[config.mk]
export PLATFORM = sky130hd
export DESIGN_NAME = segint_back
export DESIGN_NICKNAME = d
export VERILOG_FILES = /design/src/rtl/segint_pkg.sv /design/src/rtl/segint_back.sv
export SDC_FILE = /design/constraint.sdc
export NUM_CORES = 1
export LEC_CHECK = 0
export BUFFER_PORTS_ARGS = -buffer_cell sky130_fd_sc_hd__buf_4
export CAP_MARGIN = 5
export CORE_ASPECT_RATIO = 1.4
export CORE_MARGIN = 2
export CORE_UTILIZATION = 49
export CTS_CLUSTER_SIZE = 14
export DETAILED_ROUTE_END_ITERATION = 6
export PLACE_DENSITY_LB_ADDON = 0.1
export SETUP_SLACK_MARGIN = 0.15
export SLEW_MARGIN = 40
export SYNTH_ARGS = -nofsm -noshare
export SYNTH_HDL_FRONTEND = slang
export SYNTH_SLANG_ARGS = --single-unit
[constraint.sdc]
create_clock -name clk -period 8.9 [get_ports clk]
set_input_delay 2.225 -clock clk [delete_from_list [all_inputs] [get_ports clk]]
set_output_delay 2.225 -clock clk [all_outputs]
set_load 0.02 [all_outputs]
[src/rtl/segint_pkg.sv]
`default_nettype none
// ----------------------------------------------------------------------------
// segint_pkg: shared widths, types and helpers
// Widths follow from the coordinate width; structs travel down the pipeline.
// ----------------------------------------------------------------------------
package segint_pkg;

    localparam int COORD_BITS = 16;

    // arithmetic widths
    localparam int DIFF_W   = COORD_BITS + 1;
    localparam int PROD_W   = 2 * COORD_BITS + 2;
    localparam int DEN_W    = PROD_W + 1;
    localparam int CA_W     = 2 * COORD_BITS + 1;
    localparam int MUL_W    = CA_W + DIFF_W;
    localparam int NUM_W    = MUL_W + 1;
    localparam int QX_W     = 3 * COORD_BITS;
    localparam int XS_W     = QX_W + 1;
    localparam int XLO_W    = 2 * COORD_BITS;
    localparam int XHI_W    = XS_W - XLO_W;
    localparam int PH_W     = DIFF_W + XHI_W;
    localparam int PL_W     = DIFF_W + XLO_W + 1;
    localparam int NQ_W     = 4 * COORD_BITS;
    localparam int YN_W     = NQ_W + 3;
    localparam int YS_W     = NQ_W + 2;
    localparam int DV_W     = 2 * COORD_BITS + 1;

    // divider chain lengths and total latency
    localparam int XCELLS   = QX_W;
    localparam int YCELLS   = NQ_W;
    localparam int PIPE_LAT = 7 * COORD_BITS + 13;

    localparam logic signed [31:0] INT32_MAX = 32'sh7fffffff;
    localparam logic signed [31:0] INT32_MIN = 32'sh80000000;

    typedef logic signed [COORD_BITS-1:0] coord_t;
    typedef logic signed [DIFF_W-1:0]     diff_t;

    // per-item side data carried alongside the arithmetic
    typedef struct packed {
        logic                     vert;
        logic                     pt_ok;
        logic                     neg;
        logic                     hit;
        coord_t                   xa1;
        coord_t                   ya1;
        coord_t                   xa2;
        coord_t                   ya2;
        coord_t                   xb1;
        coord_t                   xb2;
        diff_t                    dxa;
        diff_t                    dxb;
        diff_t                    dyb;
        logic signed [CA_W-1:0]   cb;
        logic signed [PROD_W-1:0] vnum;
        logic signed [XS_W-1:0]   xval;
    } seg_side_t;

    // one divider cell's contents
    typedef struct packed {
        seg_side_t         side;
        logic [NQ_W-1:0]   nq;
        logic [DV_W-1:0]   rem;
        logic [DV_W-1:0]   dvs;
    } div_data_t;

    // v within the span of p and q, ends included
    function automatic logic in_span(input logic signed [YS_W-1:0] v,
                                     input coord_t p, input coord_t q);
        logic signed [YS_W-1:0] ps;
        logic signed [YS_W-1:0] qs;
        logic signed [YS_W-1:0] lo;
        logic signed [YS_W-1:0] hi;
        ps = YS_W'(p);
        qs = YS_W'(q);
        lo = (ps < qs) ? ps : qs;
        hi = (ps < qs) ? qs : ps;
        return (v >= lo) && (v <= hi);
    endfunction

    // clamp to signed 32 bits
    function automatic logic signed [31:0] sat32(input logic signed [YS_W-1:0] v);
        logic signed [YS_W-1:0] mx;
        logic signed [YS_W-1:0] mn;
        mx = YS_W'(INT32_MAX);
        mn = YS_W'(INT32_MIN);
        if (v > mx)
            return INT32_MAX;
        else if (v < mn)
            return INT32_MIN;
        else
            return v[31:0];
    endfunction

endpackage
`default_nettype wire

[src/rtl/segint_back.sv]
`default_nettype none
// ----------------------------------------------------------------------------
// segint_back: y result, range tests and saturation
// Three register stages from the y divider exit to the result ports.
// ----------------------------------------------------------------------------
module segint_back (
    input  wire logic                  clk,
    input  wire logic                  rst_n,
    input  wire logic                  in_vld,
    input  wire segint_pkg::div_data_t in_dat,
    output logic                       done,
    output logic                       hit,
    output logic                       point_valid,
    output logic signed [31:0]         cross_x,
    output logic signed [31:0]         cross_y
);

    logic [2:0]                             vld_reg;
    segint_pkg::seg_side_t                  sd1_reg;
    segint_pkg::seg_side_t                  sd2_reg;
    logic signed [segint_pkg::YS_W-1:0]     yq1_reg;
    logic signed [segint_pkg::YS_W-1:0]     yq_next;
    logic signed [segint_pkg::YS_W-1:0]     yv2_reg;
    logic signed [segint_pkg::YS_W-1:0]     yv_next;
    logic signed [segint_pkg::YS_W-1:0]     qs;
    logic                                   vhit;
    logic                                   hit_next;
    logic                                   pv_next;
    logic signed [31:0]                     cx_next;
    logic signed [31:0]                     cy_next;
    logic                                   hit_reg;
    logic                                   pv_reg;
    logic signed [31:0]                     cx_reg;
    logic signed [31:0]                     cy_reg;

    // apply quotient sign
    always_comb
    begin
        qs      = $signed(segint_pkg::YS_W'(in_dat.nq));
        yq_next = in_dat.side.neg ? -qs : qs;
    end

    // vertical case adds the start y of segment a
    always_comb
    begin
        if (sd1_reg.vert)
            yv_next = yq1_reg + segint_pkg::YS_W'(sd1_reg.ya1);
        else
            yv_next = yq1_reg;
    end

    // flags and clamped point
    always_comb
    begin
        vhit = sd2_reg.pt_ok && segint_pkg::in_span(yv2_reg, sd2_reg.ya1, sd2_reg.ya2);
        if (sd2_reg.vert)
        begin
            hit_next = vhit;
            pv_next  = vhit;
        end
        else
        begin
            hit_next = sd2_reg.pt_ok && sd2_reg.hit;
            pv_next  = sd2_reg.pt_ok;
        end
        cx_next = pv_next ? segint_pkg::sat32(segint_pkg::YS_W'(sd2_reg.xval)) : '0;
        cy_next = pv_next ? segint_pkg::sat32(yv2_reg) : '0;
    end

    always_ff @(posedge clk or negedge rst_n)
    begin
        if (!rst_n)
            vld_reg <= '0;
        else
            vld_reg <= {vld_reg[1:0], in_vld};
    end

    always_ff @(posedge clk)
    begin
        sd1_reg <= in_dat.side;
        yq1_reg <= yq_next;
        sd2_reg <= sd1_reg;
        yv2_reg <= yv_next;
        hit_reg <= hit_next;
        pv_reg  <= pv_next;
        cx_reg  <= cx_next;
        cy_reg  <= cy_next;
    end

    assign done        = vld_reg[2];
    assign hit         = hit_reg;
    assign point_valid = pv_reg;
    assign cross_x     = cx_reg;
    assign cross_y     = cy_reg;

endmodule
`default_nettype wire

-- Word level (Yosys, flattened, before mapping)
Cells that the tools add are included.
- logic and storage cells: 47
- register bits after elaboration: 369
- input port bits: 400
- multiplexer cells: 10
- reductions and logical operators: 5
- bitwise operators: 1
- magnitude comparators: 7
- add/sub/neg operators: 2
- operators by type and width (kind ; number):
    66-bit two-way mux ; 3
    66-bit by 16-bit adder with 66-bit output ; 1
    66-bit >= comparator ; 1
    66-bit by 32-bit greater-than comparator with 1-bit output (second input constant) ; 1
    66-bit less-or-equal comparator ; 1
    66-bit by 32-bit < comparator with 1-bit output (second input constant) ; 1
    64-bit negator with 66-bit output ; 1
    32-bit two-way mux ; 2
    64-bit two-way mux ; 1
    31-bit two-way mux ; 2
    49-bit by 32-bit greater-than comparator with 1-bit output (second input constant) ; 1
    49-bit by 32-bit < comparator with 1-bit output (second input constant) ; 1
    16-bit < comparator ; 1
    2-bit OR reduction ; 2
    1-bit logical AND ; 3
    1-bit two-way mux ; 2
    1-bit NOT ; 1

-- Longest topological paths before layout
- depth in word-level cells: 8
- depth in mapped cells: 26

-- Least setup slack after synthesis
Ideal clock, no wire load.
- path type: flip-flop to flip-flop
- start: reg sd2_reg[200] in the netlist's numbering
- end: reg cx_reg[14] (netlist: cross_x[14])
- cell stages (with the launch flop): 25
- setup slack: 1.983 ns
- period minus slack after synthesis: 6.917 ns
- required time: 8.768 ns
- data arrival time: 6.785 ns
- buffers on the path: 2
- cell sequence: dfxtp_1 inv_1 ha_1 a21o_1 a21o_1 a21o_1 a21o_1 a21oi_1 o21ai_0 o2111ai_1 nand3_1 mux2i_1 ha_1 a21o_1 a21o_1 a21o_1 a21o_1 a211oi_1 o211ai_1 a221oi_1 mux2i_1 a211o_1 clkbuf_1 buf_1 nor3_1
- word-level cells in the longest chain between the ends: 6
- elaborated cells on any way between the ends: 8
- those cells by class: order compare (3); mux (3); reduce/logical (2)
- ends and longest elaborated chain (item ; line ; text):
    start: declaration ; segint_back.sv:20 ; segint_pkg::seg_side_t sd2_reg;
    start signal: assignment ; segint_back.sv:82 ; sd2_reg <= sd1_reg;
    16-bit < comparator ; segint_pkg.sv:76, segint_pkg.sv:77 ;
    66-bit two-way mux, on equally long branches ; segint_pkg.sv:76, segint_pkg.sv:77 ;
    66-bit >= comparator or 66-bit less-or-equal comparator (tied branches) ; segint_pkg.sv:78 ; return (v >= lo) && (v <= hi);
    1-bit logical AND * ; segint_pkg.sv:78 ;
    1-bit logical AND * ; segint_back.sv:55 ; vhit = sd2_reg.pt_ok && segint_pkg::in_span(yv2_reg, sd2_reg.ya1, sd2_reg.ya2);
    1-bit two-way mux * ; segint_back.sv:56 ; if (sd2_reg.vert)
    end signal: assignment ; segint_back.sv:86 ; cx_reg <= cx_next;
    end: declaration ; segint_back.sv:33 ; logic signed [31:0] cx_reg;
Mark *: on every way between the ends. The rest lies on a longest branch, timed or not.
A chain may end at the register's enable or synchronous reset.

-- Worst setup path after layout
- start: reg sd2_reg[200] in the netlist's numbering
- end: reg cy_reg[1] (netlist: cross_y[1])
- word-level cells in the longest chain between the ends: 6
- elaborated cells on any way between the ends: 8
- those cells by class: order compare (3); mux (3); reduce/logical (2)
- ends and longest elaborated chain (item ; line ; text):
    16-bit < comparator ; segint_pkg.sv:76, segint_pkg.sv:77 ;
    66-bit two-way mux, on equally long branches ; segint_pkg.sv:76, segint_pkg.sv:77 ;
    66-bit >= comparator or 66-bit less-or-equal comparator (tied branches) ; segint_pkg.sv:78 ;
    1-bit logical AND * ; segint_pkg.sv:78 ;
    1-bit logical AND * ; segint_back.sv:55 ;
    1-bit two-way mux * ; segint_back.sv:56 ;
    end signal: assignment ; segint_back.sv:87 ; cy_reg <= cy_next;
    end: declaration ; segint_back.sv:34 ; logic signed [31:0] cy_reg;
Marks and branches as above.

==> out/metrics.csv <==
metric;value;unit
Net Count, Synth;2462;
Ys Warns;0;
post-route worst setup slack;2.21;ns
Setup Buffers After CTS;0;
cell taking the most area after synthesis;dfxtp_1;
clock slew at reported path FFs;0.06;ns
Setup CP Type;reg -> reg;
number of global-route vias before repair;14200;
register area share after synthesis;0.412;
Slew headroom;0.401;
layout cells sized above 1;0.180;
Crit. End Element;register;
htree depth;2;
worst hold path class;reg -> reg;
Initial Util;0.493;
# port buffers;218;
largest net degree at the start of global routing;67;
average wire per standard cell;18.4;microns
Yosys reg bits;369;
CP arrival;7.09;ns
status;complete, no violations;
CTS sink count;369;
clk_skew;0.0233;ns
via count;14300;
die area;0.0382;sq mm
FFs w/ async S/R, synth;0.00813;
initial antenna violation count;2;
Max VDD drop;0.000209;V
Lkg Pwr;9.59;nW
HP Start;sd1_reg[44]$_DFF_P_;
DIE HEIGHT;231;microns
first-iteration detailed-routing DRC count;721;
crit-path max FO;48;
minimum clock period;6.69;ns
global-route wire length before repair;74000;microns
synth top area cells;dfxtp_1 41%, ha_1 15%, xnor2_1 4.7%;
R2R Path Start;sd2_reg[200]$_DFF_P_;
max cap viols;0;
area delta synth->final;19.0;%
Synth Cell Area;0.0180;sq mm
Placed Area;0.0201;sq mm
Die X;166;microns
fin nets;2665;
worst setup path startpoint;sd2_reg[200]$_DFF_P_;
worst skew pair latency;0.55;ns
Max clock buf depth;3;
Max Slew Vio Count;0;
cts hold-fix bufs;0;
TNS Setup;0;ns
Mapped Cells;1848;
top_reg_cell synth;dfxtp_1;
hold depth;0;
Std-Cell Rows;83;
core area;0.0365;sq mm
post-cts resize count;0;
vias per cell;5.63;
Fmax achieved;150;MHz
Final Hold Vio Count;0;
DRT antenna net count;0;
worst reg2reg path depth;23;
Yosys cell types;68;
Avg Cell Area, Syn;9.72;sq um
Startpoint Class;register;
Tightest Pin Transition;0.888;ns
root buf cell;clkbuf_16;
setup violators final;0;
Final Cell Area;0.0214;sq mm
RSZ-0062 raised after global routing;no;
commonest non-fill, non-tap cells in the layout;364 x dfxtp_1, 231 x buf_4, 213 x ha_1;
pre-CTS WS;1.96;ns
TritonCTS Buffers;37;
total gr overflow;0;
hpwl dp;36600;microns
Req. time, crit path;9.31;ns
Final Wtd Congestion;0.966;
DRC Markers;0;
WL final;46800;microns
EDFF count, synth;0;
pwr dens;232;mW/mm^2
gr usage total;0.240;
io pins;467;
Final Cycle Share;0.751;
TritonCTS clock tree;yes;
commonest non-fill, non-tap cell in the layout;dfxtp_1;
worst reg-to-reg setup slack;2.21;ns
First-pass DRT Iterations;5;
share of the synthesized area in the top cell type;0.408;
power breakdown:
group | internal, mW | switching [mW] | total, mW
logic | 0.627 | 0.749 | 1.38
clock network | 0.930 | 0.650 | 1.58
registers | 1.85 | 0.154 | 2.00
per-layer routing:
| layer | global-route usage | wire [microns] |
|---|---|---|
| met3 | 0.0317 | 1740 |
| met1 | 0.274 | 19000 |
| met4 | 0.106 | 1960 |
| met2 | 0.445 | 24100 |
| met5 | 0 | 0 |
worst paths after layout:
check	endpoint
setup / recovery	cross_y[1]$_SDFF_PN0_
hold / removal	sd2_reg[44]$_DFF_P_
setup reg to reg	cross_y[1]$_SDFF_PN0_
hold reg to reg	sd2_reg[44]$_DFF_P_
max in group asynchronous	vld_reg[1]$_DFF_PN0_
min in group asynchronous	vld_reg[0]$_DFF_PN0_
cells in the mapped netlist, types with 6 or more instances:
cell type,instances
a211oi_1,13
a21o_1,98
a21oi_1,150
and3_1,9
and4_1,6
buf_1,7
clkbuf_1,61
dfxtp_1,366
ha_1,213
inv_1,43
mux2_2,54
mux2i_1,32
nand2_1,123
nand2b_1,8
nand3_1,30
nand4_1,55
nor2_1,101
nor2b_1,16
nor3_1,49
nor4_1,20
o211ai_1,8
o21a_1,14
o21ai_0,72
o21bai_1,18
o311ai_0,6
o31ai_1,30
o41ai_1,12
or2_2,6
or3_1,21
or4_1,9
xnor2_1,96
xor2_1,22
logic make-up after synthesis:
kind of cell               count (synthesis)  share of synthesized area
AOI/OAI and AO/OA                        474                      0.173
and+or+nand+nor                          474                      0.132
DFF                                      369                      0.412
adders and majority gates                214                      0.149
xor gates and xnor gates                 118                     0.0575
buffers and inverters                    113                     0.0240
muxes                                     86                     0.0517
through the flow:
| step | hold slack, ns | utilization | instances | total power [mW] |
|---|---|---|---|---|
| after floorplan | 0.310 | - | 1848 | 2.94 |
| after global placement | 0.310 | 0.551 | 2477 | 3.36 |
| after detailed placement | 0.312 | 0.552 | 2479 | 3.40 |
| after CTS | 0.317 | 0.586 | 2540 | 5.00 |
| after global routing | 0.326 | 0.586 | 2542 | 5.23 |
| final | 0.315 | 0.586 | 2543 | 4.96 |
worst max-delay path, stage by stage (launching register included):
cell	delay [ns]
dfxtp_1	0.35
inv_1	0.05
ha_1	0.28
a21o_1	0.16
a21o_1	0.18
a21o_1	0.18
a21o_1	0.18
a21oi_1	0.18
o21ai_0	0.21
o2111ai_1	0.23
a41o_2	0.58
mux2i_1	0.27
ha_1	0.28
and4_1	0.20
a2111oi_0	0.44
nor3_1	0.14
o31a_1	0.26
o21ai_0	0.36
o211ai_1	0.22
a221oi_1	0.45
mux2i_1	0.33
a211o_4	0.54
buf_4	0.37
a21oi_1	0.08
cell type report:
class,count,area [sq um]
fill,3207,15100
multi-input combinational,1366,10200
sequential,369,7400
timing repair buffer,233,1760
clock buffer,46,1010
tap,467,584
clock inverter,15,240
inverter,44,166
antenna,3,7.51
(Power assumes the default switching activity.)
