File: config.mk
export PLATFORM = sky130hd
export DESIGN_NAME = segint_div_cell
export DESIGN_NICKNAME = d
export VERILOG_FILES = /design/src/rtl/segint_pkg.sv /design/src/rtl/segint_div_cell.sv
export SDC_FILE = /design/constraint.sdc
export NUM_CORES = 1
export LEC_CHECK = 0
export ABC_AREA = 1
export BUFFER_PORTS_ARGS = -buffer_cell sky130_fd_sc_hd__buf_2
export CORE_AREA = 2 2 310 312
export DETAILED_ROUTE_END_ITERATION = 8
export DIE_AREA = 0 0 312 314
export GPL_TIMING_DRIVEN = 0
export PLACE_DENSITY_LB_ADDON = 0.3
export SYNTH_ARGS = -nofsm -noshare
export SYNTH_HDL_FRONTEND = slang
export SYNTH_SLANG_ARGS = --single-unit
File: constraint.sdc
create_clock -name clk -period 0.8 [get_ports clk]
set_input_delay 0.04 -clock clk [delete_from_list [all_inputs] [get_ports clk]]
set_output_delay 0.04 -clock clk [all_outputs]
set_load 0.005 [all_outputs]
File: src/rtl/segint_pkg.sv
`default_nettype none
// ----------------------------------------------------------------------------
// segint_pkg: shared widths, types and helpers
// Widths follow from the coordinate width; structs travel down the pipeline.
// ----------------------------------------------------------------------------
package segint_pkg;

    localparam int COORD_BITS = 16;

    // arithmetic widths
    localparam int DIFF_W   = COORD_BITS + 1;
    localparam int PROD_W   = 2 * COORD_BITS + 2;
    localparam int DEN_W    = PROD_W + 1;
    localparam int CA_W     = 2 * COORD_BITS + 1;
    localparam int MUL_W    = CA_W + DIFF_W;
    localparam int NUM_W    = MUL_W + 1;
    localparam int QX_W     = 3 * COORD_BITS;
    localparam int XS_W     = QX_W + 1;
    localparam int XLO_W    = 2 * COORD_BITS;
    localparam int XHI_W    = XS_W - XLO_W;
    localparam int PH_W     = DIFF_W + XHI_W;
    localparam int PL_W     = DIFF_W + XLO_W + 1;
    localparam int NQ_W     = 4 * COORD_BITS;
    localparam int YN_W     = NQ_W + 3;
    localparam int YS_W     = NQ_W + 2;
    localparam int DV_W     = 2 * COORD_BITS + 1;

    // divider chain lengths and total latency
    localparam int XCELLS   = QX_W;
    localparam int YCELLS   = NQ_W;
    localparam int PIPE_LAT = 7 * COORD_BITS + 13;

    localparam logic signed [31:0] INT32_MAX = 32'sh7fffffff;
    localparam logic signed [31:0] INT32_MIN = 32'sh80000000;

    typedef logic signed [COORD_BITS-1:0] coord_t;
    typedef logic signed [DIFF_W-1:0]     diff_t;

    // per-item side data carried alongside the arithmetic
    typedef struct packed {
        logic                     vert;
        logic                     pt_ok;
        logic                     neg;
        logic                     hit;
        coord_t                   xa1;
        coord_t                   ya1;
        coord_t                   xa2;
        coord_t                   ya2;
        coord_t                   xb1;
        coord_t                   xb2;
        diff_t                    dxa;
        diff_t                    dxb;
        diff_t                    dyb;
        logic signed [CA_W-1:0]   cb;
        logic signed [PROD_W-1:0] vnum;
        logic signed [XS_W-1:0]   xval;
    } seg_side_t;

    // one divider cell's contents
    typedef struct packed {
        seg_side_t         side;
        logic [NQ_W-1:0]   nq;
        logic [DV_W-1:0]   rem;
        logic [DV_W-1:0]   dvs;
    } div_data_t;

    // v within the span of p and q, ends included
    function automatic logic in_span(input logic signed [YS_W-1:0] v,
                                     input coord_t p, input coord_t q);
        logic signed [YS_W-1:0] ps;
        logic signed [YS_W-1:0] qs;
        logic signed [YS_W-1:0] lo;
        logic signed [YS_W-1:0] hi;
        ps = YS_W'(p);
        qs = YS_W'(q);
        lo = (ps < qs) ? ps : qs;
        hi = (ps < qs) ? qs : ps;
        return (v >= lo) && (v <= hi);
    endfunction

    // clamp to signed 32 bits
    function automatic logic signed [31:0] sat32(input logic signed [YS_W-1:0] v);
        logic signed [YS_W-1:0] mx;
        logic signed [YS_W-1:0] mn;
        mx = YS_W'(INT32_MAX);
        mn = YS_W'(INT32_MIN);
        if (v > mx)
            return INT32_MAX;
        else if (v < mn)
            return INT32_MIN;
        else
            return v[31:0];
    endfunction

endpackage
`default_nettype wire

File: src/rtl/segint_div_cell.sv
`default_nettype none
// ----------------------------------------------------------------------------
// segint_div_cell: one restoring division step
// Shifts one numerator bit into the remainder, subtracts the divisor when it
// fits and shifts the quotient bit into the low end of the numerator word.
// ----------------------------------------------------------------------------
module segint_div_cell (
    input  wire logic                  clk,
    input  wire logic                  rst_n,
    input  wire logic                  in_vld,
    input  wire segint_pkg::div_data_t in_dat,
    output logic                       out_vld,
    output segint_pkg::div_data_t      out_dat
);

    logic                          vld_reg;
    segint_pkg::div_data_t         dat_reg;
    segint_pkg::div_data_t         dat_next;
    logic [segint_pkg::DV_W:0]     trial;
    logic [segint_pkg::DV_W:0]     diff;
    logic                          fits;

    // trial subtract
    always_comb
    begin
        trial    = {in_dat.rem, in_dat.nq[segint_pkg::NQ_W-1]};
        diff     = trial - {1'b0, in_dat.dvs};
        fits     = (trial >= {1'b0, in_dat.dvs});
        dat_next = in_dat;
        dat_next.rem = fits ? diff[segint_pkg::DV_W-1:0] : trial[segint_pkg::DV_W-1:0];
        dat_next.nq  = {in_dat.nq[segint_pkg::NQ_W-2:0], fits};
    end

    // valid flag
    always_ff @(posedge clk or negedge rst_n)
    begin
        if (!rst_n)
            vld_reg <= 1'b0;
        else
            vld_reg <= in_vld;
    end

    // payload
    always_ff @(posedge clk)
    begin
        dat_reg <= dat_next;
    end

    assign out_vld = vld_reg;
    assign out_dat = dat_reg;

endmodule
`default_nettype wire

# Word-level counts from Yosys, hierarchy flattened
# Index checks and enable logic that the tools add are counted.
dict set report totals {
  word_cells 23
  output_inout_bits 398
  in_bits 400
  reg_bits 398
}
dict set report classes {
  add_sub_neg 1
  mux 1
  magnitude_cmp 1
}
# operator n
set op_table {}
lappend op_table {{34-bit by 33-bit greater-or-equal comparator with 1-bit output} 1}
lappend op_table {{33-bit two-way mux} 1}
lappend op_table {{33-bit subtractor} 1}

# Depth between registers and ports, before layout
# Gate-level depths: netlist of the first run.
dict set report logic_depth {
  ltp_word 2
  ltp_mapped 15
  mapped_depth_nobuf 15
}

# Worst setup path after synthesis of the first run
# OpenSTA, ideal clock, no wires.
dict set report synth_path {
  path_kind {input -> register}
  startpoint {input port in_dat[129] (netlist bit)}
  endpoint {register dat_reg, in the netlist out_dat[58]}
  required_ns 0.688
  setup_time_ns 0.112
  path_buffers 1
  arrival_time_ns 1.431
  path_slack_ns -0.743
  stages 13
  cell_sequence {inv_1 ha_1 inv_1 fa_1 nand3_1 nand3_2 nand2_1 nand2_2 nand2_4 nand2_8 buf_12 nand3_2 nand2_1}
}
# item line
set synth_rtl {}
lappend synth_rtl {{start, declared} segint_div_cell.sv:11} ;# input wire segint_pkg::div_data_t in_dat,
lappend synth_rtl {{end signal, assigned} segint_div_cell.sv:46} ;# dat_reg <= dat_next;
lappend synth_rtl {{end, declared} segint_div_cell.sv:17} ;# segint_pkg::div_data_t dat_reg;

==> out/qor.csv, run 1 <==
metric,value,unit
die_y,314,microns
critical_path.max_fanout,5,
p_per_area,2150,nW/um^2
nFillCells,10030,
yosys_warnings,0,
worst_ep_arrival_time,1.82,ns
clockBufferDepth,3,
cp-start-kind,input port,
boundaryPins,798,
firstDrtPassIters,6,
syn_area,11300,sq um
areaGrowthSynthToFinish,137,%
core-area,94400,sq um
fmax,790,MHz
synth_cell_types,30,
synth.area.top_cells,"dfxtp_1 70%, nand2_1 9.6%, inv_1 5.2%",
syn_nets,1511,
slowest_delay,0.29,ns
grt_max_degree,15,
cts-root-buf,clkbuf_16,
yosysTopAreaCell,dfxtp_1,
maxSlewViolCount,0,
drt_wl_total,89.1,mm
dp.final_hpwl,73.2,mm
drive_above_1_share,0.574,
fin_nets,2855,
gp_congestion,0.837,
rsz0062_at_grt,true,
layoutNonFillerInstCount,3734,
tightest_slew,0.312,ns
yosys.area.top_type_share,0.704,
crit_type,in2reg,
antenna_found_initial,46,
ys_seq_area_frac,0.706,
start_util,0.120,
cts_tree,done,
min_to,out_dat[19]$_DFF_P_,
status,"finished, violations left",
hold_ws,-0.453,ns
routedWlPerCell,23.9,microns
io_buffers,797,
grt_overflow_total,0,
yosysMostFrequentCell,dfxtp_1,
grtUsageMet2,0.284,
crit_path_top_delay_cell,ha_4,
synth_common_cells,"397 x dfxtp_1, 289 x nand2_1, 155 x inv_1",
finalPower,57.4,mW
cts_buffers,49,
dr_total_vias,12540,
cts_htree_levels,2,
die_w,312,microns
drtIter0Drc,558,
end_kind,flip-flop,
hp-start,in_dat[19],
syn_inst,1077,
period_needed,1.27,ns
synth-edff-count,0,
cp_num_buf_inv,4,
period_share,1.58,
peakVddDrop,1.53,mV
grt_use_total,0.174,
cts_num_sinks,398,
hold_depth,1,
grt.busiest_layer,met2,
crit_chain,buf_12 -> inv_6 -> ha_4 -> nand2_4 -> nor2_4 -> nand2_2 -> nor3_4 -> nand2_2 -> nand2_2 -> nor2_4 -> buf_12 -> nand2_8 -> buf_12 -> nand3_4 -> nand2_1,
leakage,12.6,nW
num_rows,113,
grt_pass1_wl,114,mm
clk_pin_slew_worst_paths,0.06,ns
yosys_register_bits,398,
synth_flop_cell,dfxtp_1,
relSlewSlack,0.790,
grt_use_met3,0.0961,
grt_pass1_vias,12974,
hold_class,in2reg,
crit_required,1.36,ns
finalHoldViolations,18,
drc,0,
die-area,98000,sq um
gr-usage-met1,0.194,
crit_family,simple AND/OR/NAND/NOR gates,
final_antenna_net_count,0,
violations,"hold timing, setup timing",
final_util,0.283,
place_inst,3139,
fin_ws,-0.466,ns
max_cap_violations,0,
ys_async_sr_fraction,0.00251,
setup_viol,432,
avgViaCountPerCell,3.36,
synth_area_per_cell,10.5,sq um
==> metrics by stage <==
step	setup TNS [ns]	instance area [sq um]	hold slack, ns	worst slack (ns)
floorplan	-20.54	11700	-0.256	-0.629
global placement	-45.38	17300	-0.184	-1.49
detailed placement	-45.12	17300	-0.185	-1.48
CTS	-152.96	25600	-0.528	-0.432
global route	-153.66	26700	-0.502	-0.518
finish	-128.47	26700	-0.453	-0.466
==> power breakdown <==
part	switching, mW	internal (mW)	total, mW
registers	0.535	21.3	21.8
logic	4.94	5.64	10.6
clock network	9.86	15.1	25.0
total	15.3	42.1	57.4
==> worst max-delay path by stage <==
| stage | startpoint | endpoint | slack [ns] | cells after the start |
|---|---|---|---|---|
| finish | in_dat[25] | out_dat[57]$_DFF_P_ | -0.47 | 15 |
| global placement | in_dat[14] | out_dat[49]$_DFF_P_ | -1.49 | 15 |
| CTS | in_dat[3] | out_dat[59]$_DFF_P_ | -0.43 | 15 |
| detailed placement | in_dat[14] | out_dat[47]$_DFF_P_ | -1.48 | 15 |
| floorplan | in_dat[129] | out_dat[61]$_DFF_P_ | -0.63 | 13 |
| global route | in_dat[22] | out_dat[64]$_DFF_P_ | -0.52 | 14 |
==> sequential cells by signal (all words and copies together), names as in the netlist <==
register and flops:
out_dat 397, out_vld 1
==> timing repair <==
| action | 4_1_cts | 5_1_grt |
|---|---|---|
| pin swaps | 50 | 63 |
| hold endpoints to repair | 398 | 33 |
| gates resized for setup | 696 | 213 |
| gates cloned | 3 | 2 |
| setup endpoints to repair | 432 | 432 |
| setup buffers | 35 | 19 |
| hold buffers | 420 | 17 |
==> per-layer routing <==
| metal | routed length [microns] | up-vias |
|---|---|---|
| li1 | - | 5991 |
| met1 | 34100 | 5821 |
| met2 | 41000 | 571 |
| met3 | 10800 | 137 |
| met4 | 3060 | 20 |
| met5 | 132 | - |
==> cell families after synthesis <==
| logic type | share of synthesized area |
|---|---|
| flip-flops | 0.706 |
| buffers and inverters | 0.0596 |
| XOR/XNOR | 0.0109 |
| AO/OA/AOI/OAI | 0.0111 |
| adder cells (fa/ha/maj) | 0.0384 |
| AND/OR/NAND/NOR | 0.174 |
==> cell type report <==
type / count / area [sq um] / share of cell area
plain buffers: 9 / 129 / 0.00483
well taps: 1265 / 1580 / 0.0593
multi-input cells: 511 / 3700 / 0.139
flip-flops and latches: 398 / 8300 / 0.311
clock buffers: 66 / 1380 / 0.0517
clock inverters: 25 / 418 / 0.0157
diodes: 8 / 20.0 / 0.000750
inverters: 160 / 633 / 0.0237
repair buffers: 1292 / 10500 / 0.394
==> cells in the final DEF (no fill, tap or decap), drive strengths merged <==
master / netlist / final
a21o: 2 / 2
a21oi: 21 / 21
clkinv: 0 / 11
bufinv: 0 / 9
nand2: 297 / 298
nor2: 41 / 41
nor3: 11 / 11
and2: 5 / 5
clkinvlp: 0 / 2
ha: 33 / 33
and3: 1 / 1
o21ai: 1 / 1
dfrtp: 1 / 1
dfxtp: 397 / 397
diode: 0 / 8
clkbuf: 0 / 67
nand3: 69 / 69
xnor2: 1 / 1
nand3b: 10 / 10
xor2: 13 / 13
fa: 1 / 1
inv: 160 / 163
nand4: 2 / 2
dlygate4sd3: 0 / 437
or2: 2 / 2
buf: 9 / 863
Note: power is estimated with default switching activity, not from simulation.
==> run 2, diff against run 1 <==
clock period = 1.5 ns   (was 0.8 ns; I/O delays follow)
==> run 2 against run 1 <==
Effect of this change:
- the run ends with hold timing left
- non-clock buffer count shrank 106
- total power decreased by 50%
- cell area decreased by 14%
- utilization decreased by 3.9 points
- critical endpoint is now out_dat[58]$_DFF_P_
- cell count decreased by 2.5%
- wire length decreased by 4.2%
- clock power decreased by 48%
- sequential share of layout area up 3.6 points
- sequential power down 47%
- flip-flop and latch count did not move
- highest routed layer unchanged
==> out/qor.csv, run 2 (synthesized netlist as in run 1, its figures left out) <==
metric,value,unit,change
status,"finished, violations left",,
violations,hold timing,,
clockBufferDepth,3,,unchanged
max_cap_violations,0,,unchanged
final_cell_mix,"801 x buf_2, 397 x dfxtp_1, 383 x dlygate4sd3_1",,
start_util,0.120,,unchanged
drtIter0Drc,459,,-18%
io_buffers,797,,unchanged
grt_overflow_total,0,,unchanged
crit_family,simple AND/OR/NAND/NOR gates,,
crit_type,in2reg,,
cts_tree,done,,
boundaryPins,798,,unchanged
grt_pass1_vias,12038,,-7.2%
core-area,94400,sq um,unchanged
antenna_found_initial,47,,+2.2%
maxSlewViolCount,0,,unchanged
leakage,11.3,nW,-10%
hold_class,in2reg,,
drt_wl_total,85.4,mm,-4.2%
rsz0062_at_grt,false,,
fin_nets,2750,,-3.7%
num_rows,113,,unchanged
die_w,312,microns,unchanged
period_needed,1.42,ns,
place_ws,-0.834,ns,+0.641 ns
areaGrowthSynthToFinish,104,%,
cp-start-kind,input port,,
cts-root-buf,clkbuf_16,,
period_share,0.950,,
tightest_slew,0.417,ns,+0.105 ns
cts_num_sinks,398,,unchanged
layout_commonest_cell,buf_2,,
drc,0,,unchanged
relSlewSlack,0.720,,-0.0703
dp.final_hpwl,72.5,mm,-0.89%
avgViaCountPerCell,3.25,,-3.1%
final_util,0.244,,-0.0392
nFillCells,10365,,+3.3%
critical_path.max_fanout,7,,+2
grt_pass1_wl,109,mm,-4.1%
hold_ws,-0.405,ns,+0.0480 ns
crit_end,out_dat[58]$_DFF_P_,,
cts_buffers,51,,+4.1%
cp_num_buf_inv,5,,+1
fmax,702,MHz,
final_antenna_net_count,0,,unchanged
dr_total_vias,11853,,-5.5%
p_per_area,1250,nW/um^2,-42%
grt_use_total,0.168,,-0.00651
gp_congestion,0.865,,+3.4%
fin_ws,0.0751,ns,+0.541 ns
largest_register_ffs,397,,unchanged
crit_chain,buf_2 -> inv_1 -> ha_2 -> nand2_1 -> nand2_1 -> inv_1 -> nand2_1 -> nand2_1 -> a21oi_1 -> nor2_4 -> buf_12 -> nand2_8 -> clkbuf_16 -> nand3_2 -> nand2_1,,
slowest_delay,0.37,ns,+0.08 ns
crit_required,2.05,ns,+0.69 ns
crit_path_top_delay_cell,ha_2,,
grt_max_degree,15,,unchanged
end_kind,flip-flop,,
cp.depth,15,,unchanged
routedWlPerCell,23.5,microns,-1.7%
die-area,98000,sq um,unchanged
clk_pin_slew_worst_paths,0.06,ns,about the same
startpoint,in_dat[21],,
cpMostUsedCell,nand2_1,,
cts_htree_levels,2,,unchanged
worst_ep_arrival_time,1.97,ns,+0.15 ns
finalHoldViolations,20,,+2
die_y,314,microns,unchanged
firstDrtPassIters,4,,-2
setup_viol,0,,-100%
drive_above_1_share,0.422,,-0.152
fin_setup_tns,0,ns,+128.47 ns
peakVddDrop,0.752,mV,-51%
## run 2: cell types whose count changed in the layout (fill, tap and decap cells not counted), moves of 54 or more
| cell | change |
|---|---|
| dlygate4sd3_1 | -54 |
| dfxtp_1 | +259 |
| buf_6 | -250 |
| nand2_1 | +55 |
| buf_2 | +260 |
| dfxtp_2 | -256 |
## run 2: routing by layer
layer  track usage  wire, microns  vias up
met4        0.0355           2030       16
met5             0            110        -
li1              -              -     5784
met3        0.0870          10300      111
met1         0.187          32500     5409
met2         0.284          40500      533
## run 2: how the worst min path moves through the flow
stage	startpoint	endpoint	slack [ns]	cells after the start
after detailed placement	rst_n	out_vld$_DFF_PN0_	-0.15	1
after global routing	in_dat[0]	out_dat[0]$_DFF_P_	-0.45	1
final	in_dat[0]	out_dat[0]$_DFF_P_	-0.40	1
after global placement	rst_n	out_vld$_DFF_PN0_	-0.15	1
after floorplan	rst_n	out_vld$_DFF_PN0_	-0.22	0
after CTS	in_dat[4]	out_dat[4]$_DFF_P_	-0.49	1
## run 2: cell type report
| type | instances | area [sq um] | share of cell area |
|---|---|---|---|
| Inverter | 160 | 601 | 0.0261 |
| Clock inverter | 25 | 327 | 0.0142 |
| Timing Repair Buffer | 1186 | 7900 | 0.343 |
| Sequential cell | 398 | 7970 | 0.347 |
| Antenna cell | 19 | 47.5 | 0.00207 |
| Multi-Input combinational cell | 510 | 3060 | 0.133 |
| Clock buffer | 70 | 1430 | 0.0621 |
| Tap cell | 1265 | 1580 | 0.0688 |
| Buffer | 9 | 90.1 | 0.00392 |
## run 2: timing repair
item / in CTS / in global routing
gates cloned: 0 / 1
hold buffers: 372 / 11
resized for setup: 21 / 35
endpoints found under the setup margin: 24 / 31
pin swaps: 1 / 5
setup buffers: 4 / 1
hold endpoints to repair: 398 / 29
## run 2: where the power goes
group	total [mW]	internal [mW]	switching, mW
clock network	12.9	7.59	5.28
registers	11.5	11.3	0.177
logic	4.36	2.08	2.28
total	28.7	21.0	7.74
## run 2: per-stage QoR
step / total power, mW / instance area (sq um) / hold slack (ns) / std cells
6_report: 28.7 / 23000 / -0.405 / 3642
3_3_place_gp: 15.0 / 17000 / -0.149 / 3139
5_1_grt: 30.1 / 23000 / -0.449 / 3637
3_5_place_dp: 15.0 / 17000 / -0.149 / 3139
4_1_cts: 29.3 / 22700 / -0.490 / 3610
2_1_floorplan: 12.9 / 11500 / -0.221 / 1077
